File: config.mk
export PLATFORM = sky130hd
export DESIGN_NAME = dslr_sqrt
export DESIGN_NICKNAME = d
export VERILOG_FILES = /design/src/dslr_pkg.sv /design/src/dslr_sqrt.sv
export SDC_FILE = /design/constraint.sdc
export NUM_CORES = 2
export LEC_CHECK = 0
export ABC_CLOCK_PERIOD_IN_PS = 2770
export BUFFER_PORTS_ARGS = -buffer_cell sky130_fd_sc_hd__buf_2
export CORE_ASPECT_RATIO = 0.75
export CORE_MARGIN = 1
export CORE_UTILIZATION = 30
export CTS_BUF_LIST = sky130_fd_sc_hd__clkbuf_2 sky130_fd_sc_hd__clkbuf_4 sky130_fd_sc_hd__clkbuf_8
export DETAILED_ROUTE_END_ITERATION = 8
export PLACE_DENSITY = 0.53
export RECOVER_POWER = 100
export REMOVE_ABC_BUFFERS = 1
export SETUP_SLACK_MARGIN = 0.1
export SYNTH_ARGS = -nofsm -noshare
export SYNTH_HDL_FRONTEND = slang
export SYNTH_SLANG_ARGS = --single-unit
File: constraint.sdc
create_clock -name clk -period 2.77 [get_ports clk]
set_input_delay 0.277 -clock clk [delete_from_list [all_inputs] [get_ports clk]]
set_output_delay 0.277 -clock clk [all_outputs]
set_load 0.05 [all_outputs]
File: src/dslr_pkg.sv
// ----------------------------------------------------------------------------
// dslr_pkg
// Shared widths, constants and fixed-point helpers for the shielding block.
// ----------------------------------------------------------------------------
`timescale 1ns / 1ps
`default_nettype none
package dslr_pkg;

  localparam int DATA_W     = 32;
  localparam int FRAC_W     = 16;
  localparam int KARMAN_W   = 17;
  localparam int FLOOR_W    = 16;
  localparam int SHIELD_W   = 17;
  localparam int CFG_IDX_W  = 2;

  localparam logic [DATA_W-1:0] ONE    = DATA_W'(1) << FRAC_W;
  localparam logic [DATA_W-1:0] RD_MAX = DATA_W'(10) << FRAC_W;
  localparam logic [DATA_W-1:0] U_BIG  = DATA_W'(4) << FRAC_W;

  // long division: 56-bit dividend, 40-bit divisor, one quotient bit a stage
  localparam int DIV_NUM_W = 56;
  localparam int DIV_DEN_W = 40;
  localparam int DIV_STEPS = DIV_NUM_W;

  // square root of a 48-bit radicand, one root bit a stage
  localparam int SQRT_RAD_W = 48;
  localparam int SQRT_W     = 24;
  localparam int SQRT_REM_W = SQRT_W + 2;
  localparam int SQRT_STEPS = SQRT_W;

  // tanh unit: five arithmetic stages, the divider, one output stage
  localparam int TANH_PRE = 5;
  localparam int TANH_LAT = TANH_PRE + DIV_STEPS + 1;

  // front stages before the first divider, and join stages before the last
  localparam int FRONT_LAT = 3;
  localparam int SHAPE_LAT = 3;
  localparam int JOIN_LAT  = 3;
  localparam int ROOT_DLY  = SHAPE_LAT + TANH_LAT - SQRT_STEPS;
  localparam int CD_DLY    = DIV_STEPS + SHAPE_LAT + TANH_LAT;
  localparam int TOTAL_LAT = FRONT_LAT + DIV_STEPS + SHAPE_LAT + TANH_LAT
                             + JOIN_LAT + DIV_STEPS;

  typedef enum logic [CFG_IDX_W-1:0] {
    CFG_SHIELD = 2'd0,
    CFG_DES    = 2'd1,
    CFG_KARMAN = 2'd2,
    CFG_FLOOR  = 2'd3
  } cfg_idx_t;

  // Q16.16 product, truncated, saturating to all ones
  function automatic logic [DATA_W-1:0] mulq(input logic [DATA_W-1:0] a,
                                             input logic [DATA_W-1:0] b);
    logic [2*DATA_W-1:0] prod;
    logic [2*DATA_W-1:0] sh;
    prod = {{DATA_W{1'b0}}, a} * {{DATA_W{1'b0}}, b};
    sh   = prod >> FRAC_W;
    return (|sh[2*DATA_W-1:DATA_W]) ? '1 : sh[DATA_W-1:0];
  endfunction

endpackage
`default_nettype wire

File: src/dslr_sqrt.sv
// ----------------------------------------------------------------------------
// dslr_sqrt
// Pipelined digit-by-digit integer square root, one root bit per stage.
// ----------------------------------------------------------------------------
`timescale 1ns / 1ps
`default_nettype none
module dslr_sqrt (
  input  wire logic                              clk,
  input  wire logic                              en,
  input  wire logic [dslr_pkg::SQRT_RAD_W-1:0]   rad,
  output logic      [dslr_pkg::SQRT_W-1:0]       root
);
  import dslr_pkg::*;

  logic [SQRT_REM_W-1:0] rem_q  [SQRT_STEPS];
  logic [SQRT_RAD_W-1:0] rad_q  [SQRT_STEPS];
  logic [SQRT_W-1:0]     root_q [SQRT_STEPS];

  logic [SQRT_REM_W-1:0] rem_in  [SQRT_STEPS];
  logic [SQRT_RAD_W-1:0] rad_in  [SQRT_STEPS];
  logic [SQRT_W-1:0]     root_in [SQRT_STEPS];
  logic [SQRT_REM_W+1:0] cur     [SQRT_STEPS];
  logic [SQRT_REM_W+1:0] tst     [SQRT_STEPS];
  logic [SQRT_REM_W+1:0] diff    [SQRT_STEPS];
  logic                  ge      [SQRT_STEPS];

  always_comb begin
    for (int k = 0; k < SQRT_STEPS; k++) begin
      if (k == 0) begin
        rem_in[k]  = '0;
        rad_in[k]  = rad;
        root_in[k] = '0;
      end else begin
        rem_in[k]  = rem_q[k-1];
        rad_in[k]  = rad_q[k-1];
        root_in[k] = root_q[k-1];
      end
      cur[k]  = {rem_in[k], rad_in[k][SQRT_RAD_W-1 -: 2]};
      tst[k]  = {2'b00, root_in[k], 2'b01};
      diff[k] = cur[k] - tst[k];
      ge[k]   = cur[k] >= tst[k];
    end
  end

  always_ff @(posedge clk) begin
    if (en) begin
      for (int k = 0; k < SQRT_STEPS; k++) begin
        rem_q[k]  <= ge[k] ? diff[k][SQRT_REM_W-1:0] : cur[k][SQRT_REM_W-1:0];
        rad_q[k]  <= rad_in[k] << 2;
        root_q[k] <= {root_in[k][SQRT_W-2:0], ge[k]};
      end
    end
  end

  assign root = root_q[SQRT_STEPS-1];

endmodule
`default_nettype wire

==> run_results.csv <==
group,metric,value,unit
outcome,status,"complete, but fails checks",
outcome,violations,"max-capacitance violations, max-slew violations, negative setup slack",
routing,drtPass1Iterations,8,
setup_path,reg2reg_from,"root_q[1][24]$_DFFE_PP_",
synth,syn_avg_cell_area,13.17,um2
synth,synthFlopType,"edfxtp_1",
routing,routed_via_density,4.548,
worst_hold_path,hold_start,"rad[46]",
synth,synth_xor_area_share,6.171,%
die,die_x,540.1,um
synth,synth_top_area_cell,"edfxtp_1",
global_route,antenna_found_initial,1,
timing,fin_crit_sh,112.6,%
timing,fmax,320.5,MHz
setup_path,end_kind,"flop",
timing,rsz0062_at_grt,"yes",
timing,slew_headroom,-5.767,%
routing,drt_first_iter_violations,2655,
setup_path,cp_max_fo,4,
placed_design,place_congestion,0.8406,
power_and_ir_drop,p_sw,17.74,mW
power_and_ir_drop,pwr-share-comb,24.4,%
routing,drc_errors,0,
power_and_ir_drop,peakVddDrop,0.0004154,V
global_route,grt_use_total,12.89,%
clock_network,cts_root_buf,"clkbuf_8",
die,die_area,0.2190,mm2
timing,slew_violations,46,
clock_network,cts_buffers,235,
run,max-cap-violations,1,
die,io_pins,74,
setup_path,crit_chain,"inv_2 > ha_4 > o21a_1 > o21a_1 > o21ai_1 > or3b_4 > o41ai_2 > buf_4 > a2bb2oi_2 > buf_6 > nand3_4 > or3_4 > xnor2_1",
die,start_util,30.32,%
synth,synth_most_common_cell,"edfxtp_1",
setup_path,max_stage_delay,410,ps
routing,routedWlPerCell,15.38,um
power_and_ir_drop,clkPwrFrac,30.3,%
final_layout,fill_cells,19780,
synth,yosysTopAreaCellShare,65.23,%
setup_path,crit_type,"reg -> reg",
clock_network,ctsLongestPathBuffers,4,
timing,setup_viol,359,
die,die_y,405.6,um
clock_network,cts_tree,"built",
routing,ant_nets,0,
synth,ys_top_cells_by_count,"edfxtp_1 (1415), inv_1 (399), nor2_1 (335)",
synth,yosys.area_share.simple,9.993,%
clock_network,cts.clk_slew.worst_paths,70,ps
synth,yosysWarnings,0,
synth,synth_edf_count,1415,
placed_design,place_hpwl,96260,um
synth,yosysSeqAreaShare,65.23,%
timing,hold_viol_final,0,
timing,setup_tns,-41340,ps
setup_path,cp.required,3490,ps
global_route,grt_pass1_wl,229200,um
power_and_ir_drop,powerDensity,694.7,mW/mm2
worst_hold_path,min_path_type,"in -> reg",
power_and_ir_drop,switching_share,28.20,%
die,row_count,147,
synth,synthAdderAreaFrac,6.262,%
timing,min_period,3120,ps
setup_path,critPathSlowestCell,"edfxtp_1",
timing,tightest_slew,1587,ps
setup_path,crit_start,"root_q[1][24]$_DFFE_PP_",
synth,syn_area,0.06514,mm2
timing,fin_skew,112.1,ps
global_route,grt_pass1_vias,43060,
final_layout,area_growth_syn_to_layout,39.01,%
synth,synth_compound_area_share,8.707,%
clock_network,clk_latency,970,ps
routing,via_count,43420,
setup_path,crit_arrival,3840,ps
power_and_ir_drop,power.internal,45.16,mW
setup_path,crit_path_start_kind,"flop",
routing,wl,146900,um
final_layout,seq_area,0.04249,mm2
timing,setup_slack,-350.1,ps
final_layout,multiInputGateArea,0.02645,mm2
final_layout,layout-drive-gt1-share,37.70,%
power_and_ir_drop,p_leak,35.56,nW
setup_path,crit_top_cell,"o21a_1",
power_and_ir_drop,p_seq_share,45.3,%
die,core-area,0.2148,mm2
global_route,grt_max_degree,101,
synth,synth_top_family_by_area,"simple AND/OR/NAND/NOR gates",
final_layout,nets,6901,
synth,ys_ff_latch,1415,
final_layout,final_util,42.15,%
synth,netlist_instances,4946,
placed_design,dp_slack,-532.5,ps
clock_network,clock-sinks,1415,
placed_design,portBuffers,73,
clock_network,htreeDepth,4,
synth,yosysUniqueCellTypes,88,
synth,synth.area.top_cells,"edfxtp_1 (65%), ha_1 (6.3%), xor2_1 (3.2%), xnor2_1 (3.0%), a21oi_1 (2.5%)",
global_route,grt-ovfl-total,0,
synth,synthMuxAreaShare,0.8547,%
synth,ys_async_sr_fraction,0,%
==> power by group through the flow <==
stage	combinational [mW]	sequential, mW	clock, mW
after CTS	14.0	28.4	19.9
after global placement	11.6	28.7	0
after global routing	16.8	28.8	20.7
after floorplan	6.95	28.2	0
after detailed placement	11.8	28.7	0
final	15.4	28.5	19.0
==> cells in the final DEF (no fill, tap or decap), types with 31 or more instances in the layout <==
cell	Yosys	layout
a21o_1	96	96
a21oi_1	327	197
a21oi_2	1	107
buf_2	7	51
buf_4	0	842
buf_6	2	145
clkbuf_1	65	54
clkbuf_2	0	32
clkbuf_4	0	199
clkbuf_8	0	237
clkinv_1	2	70
clkinv_2	0	35
dlygate4sd3_1	0	96
edfxtp_1	1415	1415
ha_1	326	251
ha_4	0	67
inv_1	399	360
inv_2	0	39
nand2_1	300	249
nand2b_1	61	53
nand3_1	60	46
nand4_1	48	48
nor2_1	335	209
nor2_2	1	31
nor2_4	0	96
nor2b_1	55	37
nor3_1	127	74
nor4_1	73	35
o21a_1	55	54
o21ai_0	227	123
o21ai_2	1	72
or3_1	46	35
xnor2_1	224	198
xor2_1	235	228
==> worst paths after layout <==
kind	end	slack, ps	cells past startpoint
setup / recovery	rem_q[1][77]$_DFFE_PP_	-350	13
hold / removal	rem_q[0][0]$_DFFE_PP_	180	3
setup reg to reg	rem_q[1][77]$_DFFE_PP_	-350	13
hold reg to reg	rad_q[1][76]$_DFFE_PP_	390	0
==> flip-flops by register name, indices dropped and copies added, names as in the netlist <==
name    cells
rem_q     563
rad_q     552
root_q    300
==> through the flow <==
stage / total power [mW] / instances / hold WS [ps] / instance area (um2)
2_1_floorplan: 35.13 / 4871 / 375.9 / 64840
3_3_place_gp: 40.28 / 8685 / 400.2 / 75980
3_5_place_dp: 40.46 / 8685 / 404.5 / 75980
4_1_cts: 62.29 / 9429 / 18.77 / 87630
5_1_grt: 66.25 / 9546 / 113.7 / 90550
6_report: 62.91 / 9547 / 180.0 / 90550
==> kinds of logic (layout without fill, tap and decap cells) <==
| family | Yosys count | after routing |
|---|---|---|
| compound gates | 927 | 927 |
| xor+xnor | 459 | 459 |
| fa+ha+maj | 326 | 326 |
| buf+inv | 476 | 2244 |
| flops | 1415 | 1415 |
| mux | 50 | 50 |
| other cells | 1 | 3 |
| simple gates | 1292 | 1292 |
==> per-layer routing <==
| metal | track usage [%] | vias up | share of wire (%) |
|---|---|---|---|
| li1 | - | 21520 | - |
| met1 | 18.88 | 20800 | 50 |
| met2 | 18.96 | 811 | 43 |
| met3 | 2.523 | 283 | 4.5 |
| met4 | 4.182 | 0 | 2.7 |
| met5 | 0 | - | 0 |
==> layout make-up <==
cell class | instances | share of cell area, %
Inverter | 401 | 1.673
Clock buffer | 292 | 4.051
Clock inverter | 134 | 1.262
Multi-Input combinational cell | 3055 | 29.21
Timing Repair Buffer | 1417 | 12.96
Tap cell | 2831 | 3.912
Antenna cell | 2 | 0.005527
Sequential cell | 1415 | 46.92
==> worst max-delay path, delay by kind of cell, from the launching register on <==
family | cells | cell delay, ps
xor gates and xnor gates | 1 | 140
AOI/OAI and AO/OA | 5 | 800
DFF | 1 | 410
and+or+nand+nor | 3 | 910
buffers and inverters | 3 | 400
adders and majority gates | 1 | 200
==> what timing repair did <==
action / CTS / global route
endpoints found under the setup margin: 500 / 511
pin swaps: 230 / 268
hold buffers: 96 / 0
buffers inserted: 198 / 136
endpoints found under the hold margin: 430 / 0
gates resized for setup: 891 / 638
gates cloned: 29 / 3
Power figures use the tool's default switching activity.
